### src/hw/rtl/coi_pkg.sv
// ----------------------------------------------------------------------------
// coi_pkg: shared types, constants and microcode for the cooling integrator
// Holds Q8.24 widths, register indexes, method codes, the micro-op table that
// drives the shared multiplier, and the saturation helpers.
// ----------------------------------------------------------------------------
package coi_pkg;

   // Q8.24 arithmetic
   localparam int QW    = 32;              // signed Q8.24 word
   localparam int PW    = 2 * QW;          // full product
   localparam int FRAC  = 24;              // fraction bits
   localparam int HW    = 31;              // step size / time width
   localparam int CW    = 16;              // step counter width
   localparam int MW    = 2;               // method code width
   localparam int SW    = 37;              // wide sums before saturation

   // Divide-by-six unit: radix-16 digits over the offset RK4 sum
   localparam int DIG_W      = 4;
   localparam int DIV_DIGITS = 9;
   localparam int DIV_W      = DIG_W * DIV_DIGITS;
   localparam int DIV_CNT_W  = $clog2(DIV_DIGITS);

   // Offset that keeps the RK4 sum non-negative, and its share after / 6
   localparam logic signed [SW-1:0] RK4_BIAS = SW'(40'sh06_0000_0000);
   localparam logic signed [SW-1:0] INC_BIAS = SW'(40'sh01_0000_0000);

   localparam logic signed [QW-1:0] Q_MAX = 32'sh7FFF_FFFF;
   localparam logic signed [QW-1:0] Q_MIN = 32'sh8000_0000;
   localparam logic [HW-1:0]        T_MAX = 31'h7FFF_FFFF;

   // Configuration register indexes
   localparam int CSR_IW = 3;
   localparam logic [CSR_IW-1:0] CSR_METHOD = 3'd0;
   localparam logic [CSR_IW-1:0] CSR_ALPHA  = 3'd1;
   localparam logic [CSR_IW-1:0] CSR_BETA   = 3'd2;
   localparam logic [CSR_IW-1:0] CSR_STEP   = 3'd3;
   localparam logic [CSR_IW-1:0] CSR_ICOUNT = 3'd4;

   // Method codes
   localparam logic [MW-1:0] METH_EULER = 2'd0;
   localparam logic [MW-1:0] METH_HEUN  = 2'd1;
   localparam logic [MW-1:0] METH_MID   = 2'd2;
   localparam logic [MW-1:0] METH_RK4   = 2'd3;

   // Action codes on the request word
   localparam logic ACT_LOAD = 1'b0;

   // Micro-op program counter
   localparam int UPC_W = 5;
   localparam logic [UPC_W-1:0] UPC_LAST = UPC_W'(16);

   typedef enum logic [2:0] {A_W, A_T, A_ALPHA, A_H, A_HH} asel_type;
   typedef enum logic [1:0] {B_W, B_T, B_F, B_CNT} bsel_type;
   typedef enum logic [3:0] {
      P_SQ, P_SUBB, P_NEG, P_NEGSUM, P_YNEW, P_HEUN1, P_MID1,
      P_K1, P_K2, P_K3, P_K4, P_TIME
   } post_type;

   typedef struct packed {
      asel_type asel;
      bsel_type bsel;
      post_type post;
      logic     done;
   } uop_type;

   function automatic uop_type uop_make(input asel_type a, input bsel_type b,
                                        input post_type p);
      uop_type u;
      u.asel = a;
      u.bsel = b;
      u.post = p;
      u.done = 1'b0;
      return u;
   endfunction

   // Derivative f(w) = -alpha * (w^4 - beta): three multiplies
   function automatic uop_type uop_deriv(input logic [1:0] k);
      uop_type u;
      case (k)
         2'd0:    u = uop_make(A_W, B_W, P_SQ);
         2'd1:    u = uop_make(A_T, B_T, P_SUBB);
         default: u = uop_make(A_ALPHA, B_T, P_NEG);
      endcase
      return u;
   endfunction

   // Closing op of every program: time = index * h
   function automatic uop_type uop_time();
      uop_type u;
      u = uop_make(A_H, B_CNT, P_TIME);
      u.done = 1'b1;
      return u;
   endfunction

   function automatic uop_type uop_fetch(input logic [MW-1:0] method,
                                         input logic [UPC_W-1:0] upc);
      uop_type u;
      u = uop_time();
      case (method)
         METH_EULER: begin
            if (upc < UPC_W'(3)) u = uop_deriv(upc[1:0]);
            else if (upc == UPC_W'(3)) u = uop_make(A_H, B_F, P_YNEW);
         end
         METH_HEUN: begin
            if (upc < UPC_W'(3)) u = uop_deriv(upc[1:0]);
            else if (upc == UPC_W'(3)) u = uop_make(A_H, B_F, P_HEUN1);
            else if (upc < UPC_W'(6)) u = uop_deriv(2'(upc - UPC_W'(4)));
            else if (upc == UPC_W'(6)) u = uop_make(A_ALPHA, B_T, P_NEGSUM);
            else if (upc == UPC_W'(7)) u = uop_make(A_HH, B_F, P_YNEW);
         end
         METH_MID: begin
            if (upc < UPC_W'(3)) u = uop_deriv(upc[1:0]);
            else if (upc == UPC_W'(3)) u = uop_make(A_HH, B_F, P_MID1);
            else if (upc < UPC_W'(7)) u = uop_deriv(2'(upc - UPC_W'(4)));
            else if (upc == UPC_W'(7)) u = uop_make(A_H, B_F, P_YNEW);
         end
         default: begin
            if (upc < UPC_LAST) begin
               if (upc[1:0] != 2'd3) begin
                  u = uop_deriv(upc[1:0]);
               end else begin
                  case (upc[3:2])
                     2'd0:    u = uop_make(A_H, B_F, P_K1);
                     2'd1:    u = uop_make(A_H, B_F, P_K2);
                     2'd2:    u = uop_make(A_H, B_F, P_K3);
                     default: u = uop_make(A_H, B_F, P_K4);
                  endcase
               end
            end
         end
      endcase
      return u;
   endfunction

   // Saturation of wide sums to the signed Q8.24 range
   function automatic logic ovf32(input logic signed [SW-1:0] v);
      return !((&v[SW-1:QW-1]) || !(|v[SW-1:QW-1]));
   endfunction

   function automatic logic signed [QW-1:0] sat32(input logic signed [SW-1:0] v);
      logic signed [QW-1:0] r;
      if (ovf32(v)) r = v[SW-1] ? Q_MIN : Q_MAX;
      else          r = v[QW-1:0];
      return r;
   endfunction

endpackage

### src/hw/rtl/coi_qmul.sv
// ----------------------------------------------------------------------------
// coi_qmul: shared Q8.24 multiplier
// Registers the full signed product, then floors away the fraction bits and
// saturates to the signed 32-bit range.
// ----------------------------------------------------------------------------
module coi_qmul (
   input  logic                             clock,
   input  logic signed [coi_pkg::QW-1:0]    mul_a,
   input  logic signed [coi_pkg::QW-1:0]    mul_b,
   output logic signed [coi_pkg::PW-1:0]    prod,
   output logic signed [coi_pkg::QW-1:0]    q,
   output logic                             q_ovf
);
   import coi_pkg::*;

   logic signed [PW-1:0] prod_ff;
   logic signed [PW-1:0] prod_in;

   assign prod_in = mul_a * mul_b;

   always_ff @(posedge clock) begin
      prod_ff <= prod_in;
   end

   // floor(prod / 2^24) fits when the bits above its sign all agree
   assign q_ovf = !((&prod_ff[PW-1:FRAC+QW-1]) || !(|prod_ff[PW-1:FRAC+QW-1]));
   assign q     = q_ovf ? (prod_ff[PW-1] ? Q_MIN : Q_MAX) : prod_ff[FRAC+QW-1:FRAC];
   assign prod  = prod_ff;

endmodule

### src/hw/rtl/coi_div6.sv
// ----------------------------------------------------------------------------
// coi_div6: iterative divide by six
// Takes one radix-16 digit per cycle from a non-negative dividend; the
// quotient shifts in behind the dividend in the same register.
// ----------------------------------------------------------------------------
module coi_div6 (
   input  logic                          clock,
   input  logic                          reset,
   input  logic                          start,
   input  logic [coi_pkg::DIV_W-1:0]     num,
   output logic [coi_pkg::DIV_W-1:0]     quot,
   output logic                          done
);
   import coi_pkg::*;

   logic [DIV_W-1:0]     shreg_ff, shreg_in;
   logic [2:0]           rem_ff, rem_in;
   logic [DIV_CNT_W-1:0] dcnt_ff, dcnt_in;
   logic                 busy_ff, busy_in;
   logic                 done_ff, done_in;
   logic [6:0]           part;
   logic [DIG_W-1:0]     digit;
   logic [6:0]           rdiff;

   always_comb begin
      part  = {rem_ff, shreg_ff[DIV_W-1 -: DIG_W]};
      digit = '0;
      for (int k = 1; k < 16; k++) begin
         if (part >= 7'(6 * k)) digit = digit + 4'd1;
      end
      rdiff = part - ({1'b0, digit, 2'b00} + {2'b00, digit, 1'b0});
   end

   always_comb begin
      shreg_in = shreg_ff;
      rem_in   = rem_ff;
      dcnt_in  = dcnt_ff;
      busy_in  = busy_ff;
      done_in  = 1'b0;
      if (start) begin
         shreg_in = num;
         rem_in   = '0;
         dcnt_in  = '0;
         busy_in  = 1'b1;
      end else if (busy_ff) begin
         shreg_in = {shreg_ff[DIV_W-DIG_W-1:0], digit};
         rem_in   = rdiff[2:0];
         dcnt_in  = dcnt_ff + DIV_CNT_W'(1);
         if (dcnt_ff == DIV_CNT_W'(DIV_DIGITS - 1)) begin
            busy_in = 1'b0;
            done_in = 1'b1;
         end
      end
   end

   always_ff @(posedge clock) begin
      if (reset) begin
         dcnt_ff <= '0;
         busy_ff <= 1'b0;
         done_ff <= 1'b0;
      end else begin
         dcnt_ff <= dcnt_in;
         busy_ff <= busy_in;
         done_ff <= done_in;
      end
   end

   always_ff @(posedge clock) begin
      shreg_ff <= shreg_in;
      rem_ff   <= rem_in;
   end

   assign quot = shreg_ff;
   assign done = done_ff;

endmodule

### src/hw/rtl/cooling_ode_integrator.sv
// ----------------------------------------------------------------------------
// cooling_ode_integrator: fixed-step solver for dy/dt = -alpha*(y^4 - beta)
// Euler, Heun, midpoint or fourth-order Runge-Kutta in signed Q8.24, at most one
// step per request word, all products on one shared multiplier.
// ----------------------------------------------------------------------------
//
//   channel | dir | handshake              | payload
//   --------+-----+------------------------+----------------------------------
//   req     | in  | req_tvalid/req_tready  | tdata y_start, tuser action
//   rsp     | out | rsp_tvalid/rsp_tready  | tdata index,time,y; tlast; tuser sat
//   csr     | in  | csr_we                 | csr_index, csr_wdata
//
// A load or a step past the end of the run goes from idle straight to the
// finish state and into the output register. A step runs between the idle
// and finish states; each micro-op on the shared multiplier takes an issue
// state, then a floor/saturate/write-back state: Euler 5 ops, Heun and
// midpoint 9 ops, RK4 17 ops plus a divide-by-six before its closing op.
// The request side is ready only while idle; a finished word waits in the
// output register, so the next request is taken while rsp is stalled.
// Synchronous active-high reset clears state and the output valid and sets config to its defaults.
// ----------------------------------------------------------------------------
module cooling_ode_integrator (
   input  logic                          clock,
   input  logic                          reset,
   input  logic                          req_tvalid,
   output logic                          req_tready,
   input  logic [31:0]                   req_tdata,   // [31:0] y_start
   input  logic                          req_tuser,   // [0] action
   output logic                          rsp_tvalid,
   input  logic                          rsp_tready,
   output logic [79:0]                   rsp_tdata,   // [15:0] step_index,
                                                      // [46:16] time_now,
                                                      // [78:47] y_value
   output logic                          rsp_tlast,   // last
   output logic                          rsp_tuser,   // [0] saturated
   input  logic                          csr_we,
   input  logic [coi_pkg::CSR_IW-1:0]    csr_index,
   input  logic [31:0]                   csr_wdata
);
   import coi_pkg::*;

   typedef enum logic [4:0] {
      ST_IDLE = 5'b00001,
      ST_MUL  = 5'b00010,
      ST_POST = 5'b00100,
      ST_DIV  = 5'b01000,
      ST_FIN  = 5'b10000
   } state_type;

   state_type            state_ff, state_in;
   logic [UPC_W-1:0]     upc_ff, upc_in;

   // Configuration
   logic [MW-1:0]        method_ff;
   logic signed [QW-1:0] alpha_ff, beta_ff;
   logic [HW-1:0]        h_ff;
   logic [CW-1:0]        icount_ff;

   // Integration state
   logic signed [QW-1:0] y_ff, y_in;
   logic [CW-1:0]        cnt_ff, cnt_in;
   logic [HW-1:0]        time_ff, time_in;
   logic                 sat_ff, sat_in;

   // Working registers
   logic signed [QW-1:0] w_ff, w_in;
   logic signed [QW-1:0] t_ff, t_in;
   logic signed [QW-1:0] f_ff, f_in;
   logic signed [QW-1:0] f1_ff, f1_in;
   logic signed [SW-1:0] s_ff, s_in;

   // Output register
   logic                 rsp_valid_ff, rsp_valid_in;
   logic [79:0]          rsp_data_ff;
   logic                 rsp_last_ff, rsp_sat_ff;
   logic                 rsp_load;

   // Shared multiplier and divider
   uop_type              uop;
   logic signed [QW-1:0] mul_a, mul_b;
   logic signed [PW-1:0] prod;
   logic signed [QW-1:0] q;
   logic                 q_ovf;
   logic                 div_start;
   logic [DIV_W-1:0]     quot;
   logic                 div_done;

   // Post-multiply arithmetic
   logic signed [SW-1:0] q_ext, y_ext, beta_ext, f1_ext;
   logic signed [SW-1:0] neg_q, subb, negsum, y_plus_q, y_plus_half;
   logic signed [SW-1:0] s_dbl, s_k4, inc, y_plus_inc;
   logic signed [QW-1:0] neg_sat;
   logic                 time_big;
   logic                 req_fire;

   assign req_tready = (state_ff == ST_IDLE);
   assign req_fire   = req_tvalid && req_tready;

   assign uop = uop_fetch(method_ff, upc_ff);

   // Operand select for the shared multiplier
   always_comb begin
      case (uop.asel)
         A_W:     mul_a = w_ff;
         A_T:     mul_a = t_ff;
         A_ALPHA: mul_a = alpha_ff;
         A_H:     mul_a = $signed({1'b0, h_ff});
         A_HH:    mul_a = $signed({2'b00, h_ff[HW-1:1]});
         default: mul_a = w_ff;
      endcase
      case (uop.bsel)
         B_W:     mul_b = w_ff;
         B_T:     mul_b = t_ff;
         B_F:     mul_b = f_ff;
         B_CNT:   mul_b = $signed({{(QW-CW){1'b0}}, cnt_ff});
         default: mul_b = w_ff;
      endcase
   end

   coi_qmul u_qmul (
      .clock (clock),
      .mul_a (mul_a),
      .mul_b (mul_b),
      .prod  (prod),
      .q     (q),
      .q_ovf (q_ovf)
   );

   always_comb begin
      q_ext       = SW'(q);
      y_ext       = SW'(y_ff);
      beta_ext    = SW'(beta_ff);
      f1_ext      = SW'(f1_ff);
      neg_q       = -q_ext;
      neg_sat     = sat32(neg_q);
      subb        = q_ext - beta_ext;
      negsum      = f1_ext + SW'(neg_sat);
      y_plus_q    = y_ext + q_ext;
      y_plus_half = y_ext + (q_ext >>> 1);
      s_dbl       = s_ff + (q_ext <<< 1);
      s_k4        = s_ff + q_ext + RK4_BIAS;
      inc         = $signed({1'b0, quot}) - INC_BIAS;
      y_plus_inc  = y_ext + inc;
      time_big    = |prod[PW-1:HW];
   end

   // Kick the divider with the offset RK4 sum as the fourth k lands
   assign div_start = (state_ff == ST_POST) && (uop.post == P_K4);

   coi_div6 u_div6 (
      .clock (clock),
      .reset (reset),
      .start (div_start),
      .num   (s_k4[DIV_W-1:0]),
      .quot  (quot),
      .done  (div_done)
   );

   // Sequencer
   always_comb begin
      state_in = state_ff;
      upc_in   = upc_ff;
      y_in     = y_ff;
      cnt_in   = cnt_ff;
      time_in  = time_ff;
      sat_in   = sat_ff;
      w_in     = w_ff;
      t_in     = t_ff;
      f_in     = f_ff;
      f1_in    = f1_ff;
      s_in     = s_ff;
      rsp_load = 1'b0;

      case (state_ff)
         ST_IDLE: begin
            if (req_fire) begin
               sat_in = 1'b0;
               if (req_tuser == ACT_LOAD) begin
                  // load: restart the run at index 0
                  y_in     = $signed(req_tdata);
                  cnt_in   = '0;
                  time_in  = '0;
                  state_in = ST_FIN;
               end else if (cnt_ff < icount_ff) begin
                  cnt_in   = cnt_ff + CW'(1);
                  w_in     = y_ff;
                  upc_in   = '0;
                  state_in = ST_MUL;
               end else begin
                  // run finished: repeat the final point
                  state_in = ST_FIN;
               end
            end
         end

         ST_MUL: begin
            state_in = ST_POST;
         end

         ST_POST: begin
            upc_in   = upc_ff + UPC_W'(1);
            state_in = ST_MUL;
            case (uop.post)
               P_SQ: begin
                  t_in   = q;
                  sat_in = sat_ff | q_ovf;
               end
               P_SUBB: begin
                  t_in   = sat32(subb);
                  sat_in = sat_ff | q_ovf | ovf32(subb);
               end
               P_NEG: begin
                  f_in   = neg_sat;
                  sat_in = sat_ff | q_ovf | ovf32(neg_q);
               end
               P_NEGSUM: begin
                  // Heun: fold f1 + f2 into the second derivative
                  f_in   = sat32(negsum);
                  sat_in = sat_ff | q_ovf | ovf32(neg_q) | ovf32(negsum);
               end
               P_YNEW: begin
                  y_in   = sat32(y_plus_q);
                  sat_in = sat_ff | q_ovf | ovf32(y_plus_q);
               end
               P_HEUN1: begin
                  w_in   = sat32(y_plus_q);
                  f1_in  = f_ff;
                  sat_in = sat_ff | q_ovf | ovf32(y_plus_q);
               end
               P_MID1: begin
                  w_in   = sat32(y_plus_q);
                  sat_in = sat_ff | q_ovf | ovf32(y_plus_q);
               end
               P_K1: begin
                  s_in   = q_ext;
                  w_in   = sat32(y_plus_half);
                  sat_in = sat_ff | q_ovf | ovf32(y_plus_half);
               end
               P_K2: begin
                  s_in   = s_dbl;
                  w_in   = sat32(y_plus_half);
                  sat_in = sat_ff | q_ovf | ovf32(y_plus_half);
               end
               P_K3: begin
                  s_in   = s_dbl;
                  w_in   = sat32(y_plus_q);
                  sat_in = sat_ff | q_ovf | ovf32(y_plus_q);
               end
               P_K4: begin
                  sat_in   = sat_ff | q_ovf;
                  state_in = ST_DIV;
               end
               P_TIME: begin
                  time_in = time_big ? T_MAX : prod[HW-1:0];
                  sat_in  = sat_ff | time_big;
               end
               default: begin
                  state_in = ST_MUL;
               end
            endcase
            if (uop.done) state_in = ST_FIN;
         end

         ST_DIV: begin
            // hold until the quotient is in, then apply the RK4 increment
            if (div_done) begin
               y_in     = sat32(y_plus_inc);
               sat_in   = sat_ff | ovf32(y_plus_inc);
               state_in = ST_MUL;
            end
         end

         ST_FIN: begin
            if (!rsp_valid_ff || rsp_tready) begin
               rsp_load = 1'b1;
               state_in = ST_IDLE;
            end
         end

         default: begin
            state_in = ST_IDLE;
         end
      endcase
   end

   always_comb begin
      rsp_valid_in = rsp_valid_ff;
      if (rsp_load)        rsp_valid_in = 1'b1;
      else if (rsp_tready) rsp_valid_in = 1'b0;
   end

   // Control, state and configuration
   always_ff @(posedge clock) begin
      if (reset) begin
         state_ff     <= ST_IDLE;
         upc_ff       <= '0;
         y_ff         <= '0;
         cnt_ff       <= '0;
         time_ff      <= '0;
         sat_ff       <= 1'b0;
         rsp_valid_ff <= 1'b0;
         method_ff    <= METH_RK4;
         alpha_ff     <= '0;
         beta_ff      <= '0;
         h_ff         <= '0;
         icount_ff    <= CW'(1);
      end else begin
         state_ff     <= state_in;
         upc_ff       <= upc_in;
         y_ff         <= y_in;
         cnt_ff       <= cnt_in;
         time_ff      <= time_in;
         sat_ff       <= sat_in;
         rsp_valid_ff <= rsp_valid_in;
         if (csr_we) begin
            case (csr_index)
               CSR_METHOD: method_ff <= csr_wdata[MW-1:0];
               CSR_ALPHA:  alpha_ff  <= $signed(csr_wdata);
               CSR_BETA:   beta_ff   <= $signed(csr_wdata);
               CSR_STEP:   h_ff      <= csr_wdata[HW-1:0];
               CSR_ICOUNT: icount_ff <= csr_wdata[CW-1:0];
               default: begin
                  // drop writes beyond the register list
               end
            endcase
         end
      end
   end

   // Working and output payload
   always_ff @(posedge clock) begin
      w_ff  <= w_in;
      t_ff  <= t_in;
      f_ff  <= f_in;
      f1_ff <= f1_in;
      s_ff  <= s_in;
      if (rsp_load) begin
         rsp_data_ff <= {1'b0, y_ff, time_ff, cnt_ff};
         rsp_last_ff <= (cnt_ff >= icount_ff);
         rsp_sat_ff  <= sat_ff;
      end
   end

   assign rsp_tvalid = rsp_valid_ff;
   assign rsp_tdata  = rsp_data_ff;
   assign rsp_tlast  = rsp_last_ff;
   assign rsp_tuser  = rsp_sat_ff;

   // A load word lands in y on the next edge
   a_load_y: assert property (@(posedge clock) disable iff (reset)
      req_fire && (req_tuser == ACT_LOAD) |=> y_ff == $signed($past(req_tdata)))
      else $error("load value not taken into y");

   // The divider reports only while the sequencer waits for it
   a_div_state: assert property (@(posedge clock) disable iff (reset)
      div_done |-> state_ff == ST_DIV)
      else $error("divider finished outside the divide state");

   // The step index moves only when a word is taken
   a_cnt_hold: assert property (@(posedge clock) disable iff (reset)
      state_ff != ST_IDLE |=> $stable(cnt_ff))
      else $error("step index changed while busy");

   // The micro-op counter never runs past the longest program
   a_upc_range: assert property (@(posedge clock) disable iff (reset)
      state_ff == ST_POST |-> upc_ff <= UPC_LAST)
      else $error("micro-op counter out of range");

endmodule

### config.mk
export PLATFORM = sky130hd
export DESIGN_NAME = cooling_ode_integrator
export DESIGN_NICKNAME = d
export VERILOG_FILES = /design/src/hw/rtl/coi_pkg.sv /design/src/hw/rtl/coi_qmul.sv /design/src/hw/rtl/coi_div6.sv /design/src/hw/rtl/cooling_ode_integrator.sv
export SDC_FILE = /design/constraint.sdc
export NUM_CORES = 2
export LEC_CHECK = 0
export BUFFER_PORTS_ARGS = -buffer_cell sky130_fd_sc_hd__buf_2
export CORE_ASPECT_RATIO = 0.7
export CORE_MARGIN = 3
export CORE_UTILIZATION = 51
export CTS_CLUSTER_DIAMETER = 150
export DETAILED_ROUTE_END_ITERATION = 10
export MAX_ROUTING_LAYER = met4
export PLACE_DENSITY = 0.67
export SLEW_MARGIN = 40
export SYNTH_ARGS = -nofsm -noshare
export SYNTH_HDL_FRONTEND = slang
export SYNTH_SLANG_ARGS = --single-unit
export TNS_END_PERCENT = 30
### constraint.sdc
create_clock -name clock -period 16.55 [get_ports clock]
set_input_delay 4.965 -clock clock [delete_from_list [all_inputs] [get_ports clock]]
set_output_delay 4.965 -clock clock [all_outputs]
set_load 0.05 [all_outputs]
* Word-level counts from Yosys, hierarchy flattened *
Index checks and enable logic that the tools add are counted.

storage, ports and cells
  bits in registers = 559
  latch bits = 0
  memory bits (writable) = 0
  memory bits (read-only) = 0
  bits of input ports = 73
  word-level logic and storage cells = 307
  memories kept = 0

operators by class
  $add $sub $neg = 30
  $mul = 1
  divide/modulo/power cells = 0
  order comparisons = 21
  eq/ne operators = 49
  shifts and indexed selects = 0
  muxes and demuxes = 94
  bitwise gates (word level) = 9
  reductions and logical operators = 77

operator list
  operator                count
  $mux 32                 21
  $pmux 32 s2             4
  $pmux 32 s4             2
  $mux 31                 4
  $mux 10                 11
  $pmux 32 s3             1
  $pmux 37 s2             1
  $mux 36                 2
  $add 32x32->33          2
  $mul 32x32->64          1
  $pmux 31 s2             1
  $mux 4                  15
  $add 4x1->4 const B     14
  $mux 5                  9
  $add 32x37->37          1
  $add 37x33->37          1
  $neg 32->37             1
  $sub 36x33->37 const B  1
  $add 36x32->36          1
  $add 36x36->36 const B  1
  $pmux 9 s2              2
  $reduce_and 6->1        6
  $reduce_or 6->1         6
  $ge 7x6->1 const B      5
  other kinds (64)        168

* Logic depth before layout (Yosys ltp) *
  depth in word-level cells = 32
  gate-level depth with buffers = 44

* Cells and area by module *
From an unflattened synthesis, not the netlist that was laid out.

unflattened totals
  cells, all modules = 8448
  area total of the unflattened synthesis = 76285.7 um^2

modules (own cells, without submodules)
  module                  instances  cells each  area each (um^2)  seq. area each (um^2)
  coi_qmul                1          4111        38350.5           1281.2
  cooling_ode_integrator  1          4006        34524.4           11441.0
  coi_div6                1          331         3410.8            1261.2

* Least setup slack after synthesis *
Ideal clock, no wire load.

  path kind = register -> register
  from = register upc_ff[2]
  to = register u_qmul.prod_ff[45], in the netlist u_qmul.prod[45]
  library setup time = 0.120 ns
  data arrival time = 9.759 ns
  slack = 6.671 ns
  stages on the path, launching flop included = 38
  path buffers = 4
  clock period less this slack = 9.879 ns
  cells stage by stage = dfxtp_1 > clkbuf_1 > inv_1 > ha_1 > and3b_1 > nor2_1 > o21ai_0 > nand2_1 > o21ai_0 > mux2i_1 > clkbuf_1 > nor2_1 > o21ai_0 > o22a_1 > buf_2 > buf_1 > nand2_1 > fa_1 > [... 2 more ...] > fa_1 > fa_1 > inv_1 > fa_1 > fa_1 > fa_1 > ha_1 > a21oi_1 > o21a_1 > o221ai_1 > or3_1 > o21ai_1 > o21bai_1 > a21o_1 > a311o_1 > a221oi_1 > o21ai_0 > xnor2_1

between the ends
  cells in the longest elaborated chain, start to end = 10

ends and longest elaborated chain
  what                                   line                                                          text
  start: declaration                     cooling_ode_integrator.sv:51                                  logic [UPC_W-1:0] upc_ff, upc_in;
  start signal: assignment               cooling_ode_integrator.sv:309                                 upc_ff <= upc_in;
  $eq 5x3->1                             coi_pkg.sv:109, coi_pkg.sv:115
  $mux 10                                coi_pkg.sv:109                                                else if (upc == UPC_W'(7)) u = uop_make(A_HH, B_F, P_YNEW);
  $mux 10                                coi_pkg.sv:108                                                else if (upc == UPC_W'(6)) u = uop_make(A_ALPHA, B_T, P_NEGSUM);
  $mux 10                                coi_pkg.sv:107                                                else if (upc < UPC_W'(6)) u = uop_deriv(2'(upc - UPC_W'(4)));
  $mux 10                                coi_pkg.sv:106                                                else if (upc == UPC_W'(3)) u = uop_make(A_H, B_F, P_HEUN1);
  $mux 10                                coi_pkg.sv:105                                                if (upc < UPC_W'(3)) u = uop_deriv(upc[1:0]);
  $pmux 10 s3 (*)                        coi_pkg.sv:99                                                 case (method)
  $eq 3x3->1 (tied with other cells)     cooling_ode_integrator.sv:103                                 case (uop.asel)
  $pmux 32 s4, on equally long branches  cooling_ode_integrator.sv:103, cooling_ode_integrator.sv:111
  $mul 32x32->64 (*)                     coi_qmul.sv:19                                                assign prod_in = mul_a * mul_b;
  named net u_qmul.prod_in[45]           coi_qmul.sv:17                                                logic signed [PW-1:0] prod_in;
  end signal: assignment                 coi_qmul.sv:22                                                prod_ff <= prod_in;
  end: declaration                       coi_qmul.sv:16                                                logic signed [PW-1:0] prod_ff;

The timed path passes the listed nets; every way through them passes the cells marked *.
A chain may end at the register's enable or synchronous reset.

* Worst setup path in the final report *
  from = register upc_ff[1]
  to = register u_qmul.prod_ff[45], in the netlist u_qmul.prod[45]

between the ends
  cells in the longest elaborated chain, start to end = 10

ends and longest elaborated chain
  what                                              line                                                          text
  $sub 2x1->2 / $eq 5x3->1 (equally long branches)  -
  $eq 2x1->1 (tied with other cells)                coi_pkg.sv:79                                                 case (k)
  $pmux 9 s2 / $mux 10 (equally long branches)      coi_pkg.sv:79, coi_pkg.sv:108
  $mux 10, on equally long branches                 coi_pkg.sv:114, coi_pkg.sv:107
  $mux 10, on equally long branches                 coi_pkg.sv:113, coi_pkg.sv:106
  $mux 10, on equally long branches                 coi_pkg.sv:112, coi_pkg.sv:105
  $pmux 10 s3 (*)                                   coi_pkg.sv:99
  $eq 3x3->1 (tied with other cells)                cooling_ode_integrator.sv:103
  $pmux 32 s4, on equally long branches             cooling_ode_integrator.sv:103, cooling_ode_integrator.sv:111
  $mul 32x32->64 (*)                                coi_qmul.sv:19
  named net u_qmul.prod_in[45]                      coi_qmul.sv:17

Marks and branches as above.

==> out/qor.yml <==
die_width_um: 462
synth.largest_area_cell: "fa_1"
synthTopCellsByArea: "fa_1 (29%), edfxtp_1 (11%), ha_1 (9.0%), dfxtp_1 (7.5%), inv_1 (6.1%)"
clock_path_buffers: 3
final_common_cell: "inv_1"
routedLengthMet1_mm: 124
run_status: "finished clean"
hold_class: "flip-flop to flip-flop"
cpMostUsedCell: "fa_1"
initial_core_util_pct: 51.7
post_cts_resized: 0
worst-slew-pin-transition_ns: 0.964
worst-endpoint-arrival_ns: 13.45
grt_first_pass_wirelength_mm: 420
min_period_over_period_pct: 77.9
drt_wl_total_mm: 287
cts-htree-levels: 2
synth_ff_type: "edfxtp_1"
place_hpwl_mm: 228
number_of_drc_markers_after_the_initial_detailed_route_iteration: 8019
critical_path.slowest_cell: "dfxtp_1"
setup-tns-final_ns: 0
grt_setup_unrepaired: "no"
tritoncts_num_sinks: 558
reg2reg_from: "upc_ff[1]$_SDFFE_PP0P_"
met2WireLength_mm: 109
sort_of_element_at_the_start_of_the_critical_path: "flip-flop"
synth.yosys.warnings: 0
buffer_ports.inserted: 155
route.top_layer_used: "met4"
yosysSeqAreaShare_pct: 18.8
hold_ws_ns: 0.427
top_level_ports: 157
yosys.area.top_type_share_pct: 29.4
mostFrequentLayoutCells: "inv_1 (1209), nand2_1 (1205), fa_1 (1089)"
synth-seq-cells: 558
crit_path_max_fanout: 62
drv_slew: 0
synth_area_um2: 74200
drt_first_pass_iters: 8
grt_remaining_overflow: 0
drive_gt1_share_pct: 6.96
synth-edff-count: 281
max-cap-violations: 0
core_area_um2: 144000
timing.hold.worst.start: "time_ff[30]$_SDFFE_PP0P_"
setup-violations-final: 0
synthesis.area_per_instance_um2: 8.75
setup.worst_path.end_class: "flip-flop"
finalHoldViolCount: 0
drcViolationCount: 0
crit_start: "upc_ff[1]$_SDFFE_PP0P_"
vertical_die_dimension_um: 325
first_global_vias: 61500
postCtsSetupBuffers: 0
async_reset_ff_share_pct: 0
area_delta_synth_final_pct: 6.98
clk_latency_ns: 0.68
antenna_violating_nets_post_route: 0
post_synth_inst_count: 8485
wl_per_cell_um: 27.5
cpPeakStageDelay_ns: 0.62
cts_inserted_buffers: 53
cp_data_required_time_ns: 17.11
final.setup_skew_ns: 0.0301
grt_util_all_layers_pct: 39.1
clk_pin_slew_worst_paths_ns: 0.07
rows: 116
number_of_antenna_violations_at_the_first_check_in_global_routing: 34
die_area_um2: 150000
yosys.cell_types.count: 111
grt_max_degree: 77
tritoncts: "built"
layout_min_cycle_time_ns: 12.89
holdBufCountCts: 0
worst-setup-path-type: "flip-flop to flip-flop"
synth_fp_nets: 10200
vias: 64200
cts_root_buf: "clkbuf_16"
nNetsFinal: 10200
finalWeightedCongestion: 1.10
wl_met3_mm: 44.5
detail_route.vias_per_cell: 6.15
clock.fmax_mhz: 77.6
worst_case_headroom_to_the_max_slew_limit_pct: 35.7
==> registers in the layout, summed over array words and instances, names as in the netlist, 2 cells and up <==
name / cells
f1_ff: 32
beta_ff: 32
method_ff: 2
rsp_tdata: 79
u_div6.dcnt_ff: 4
f_ff: 32
alpha_ff: 32
h_ff: 31
y_ff: 32
icount_ff: 16
t_ff: 32
s_ff: 36
w_ff: 32
state_ff: 5
u_qmul.prod: 64
time_ff: 31
u_div6.quot: 36
u_div6.rem_ff: 3
cnt_ff: 16
upc_ff: 5
==> cells by family after synthesis <==
group | Yosys count | synth area share, %
other cells | 1 | 0.00505
fa+ha+maj | 1626 | 38.4
compound gates | 1746 | 14.8
xor+xnor | 329 | 4.03
buf+inv | 1612 | 8.29
mux | 90 | 1.24
simple gates | 2523 | 14.3
flops | 558 | 18.8
==> critical path, delay by kind of cell, from the launching register on <==
kind                       cells  cell delay [ns]
buffers and inverters          9             1.78
adders and majority gates     10             4.84
xor gates and xnor gates       1             0.15
DFF                            1             0.62
muxes                          1             0.15
and+or+nand+nor                6             2.09
AOI/OAI and AO/OA             10             3.06
==> worst paths after layout <==
check             slack [ns]  cells past startpoint                      end
setup reg to reg        3.66                     37  u_qmul.prod[45]$_DFF_P_
hold reg to reg         0.43                      0  rsp_tdata[46]$_DFFE_PP_
hold / removal          0.43                      0  rsp_tdata[46]$_DFFE_PP_
setup / recovery        3.66                     37  u_qmul.prod[45]$_DFF_P_
==> per-stage QoR <==
step	std cells	setup WS [ns]	instance area, µm²	util (%)
global placement	10300	3.90	77400	53.9
CTS	10400	3.85	79300	55.2
finish	10400	3.66	79400	55.3
global route	10400	3.21	79400	55.3
detailed placement	10300	3.88	77500	54.0
floorplan	8485	6.67	74200	-
==> final cells by class <==
cell class / instances / area, µm²
Fill cell: 13200 / 64300
Multi-Input combinational cell: 6315 / 54600
Timing Repair Buffer: 326 / 2080
Clock inverter: 37 / 379
Sequential cell: 558 / 14000
Inverter: 1212 / 4550
Tap cell: 1888 / 2360
Clock buffer: 63 / 1380
Antenna cell: 37 / 92.6
==> synthesized netlist by cell type, types with 13 or more instances <==
cell / count
a21boi_0: 13
xor2_1: 107
o211ai_1: 59
o22a_1: 41
a21oi_1: 614
and3_1: 41
buf_1: 15
o21ai_1: 34
a211oi_1: 64
buf_2: 40
inv_1: 1209
fa_1: 1090
nand3b_1: 15
a31oi_1: 62
ha_1: 536
or2_2: 20
nand2b_1: 60
o31ai_1: 32
dfxtp_1: 277
o21bai_1: 41
o22ai_1: 42
o21ai_0: 325
a21o_1: 136
nor2b_1: 39
mux2_2: 15
o21a_1: 65
nor3_1: 80
nand3_1: 77
and2_1: 33
a211o_1: 16
nand4_1: 39
a221oi_1: 35
mux2i_1: 74
or3_1: 30
xnor2_1: 214
nand2_1: 1208
o211a_1: 16
nor4_1: 14
edfxtp_1: 281
clkbuf_1: 336
nor2_1: 817
==> layer usage <==
layer / track usage [%] / up-vias
li1: - / 27800
met1: 57.1 / 31800
met2: 49.0 / 4054
met3: 15.9 / 597
met4: 11.1 / 0
met5: - / -
Power is left out: the tool's default activity adds up to more than one toggle a clock period on the data nets, which glitch-free logic cannot reach.
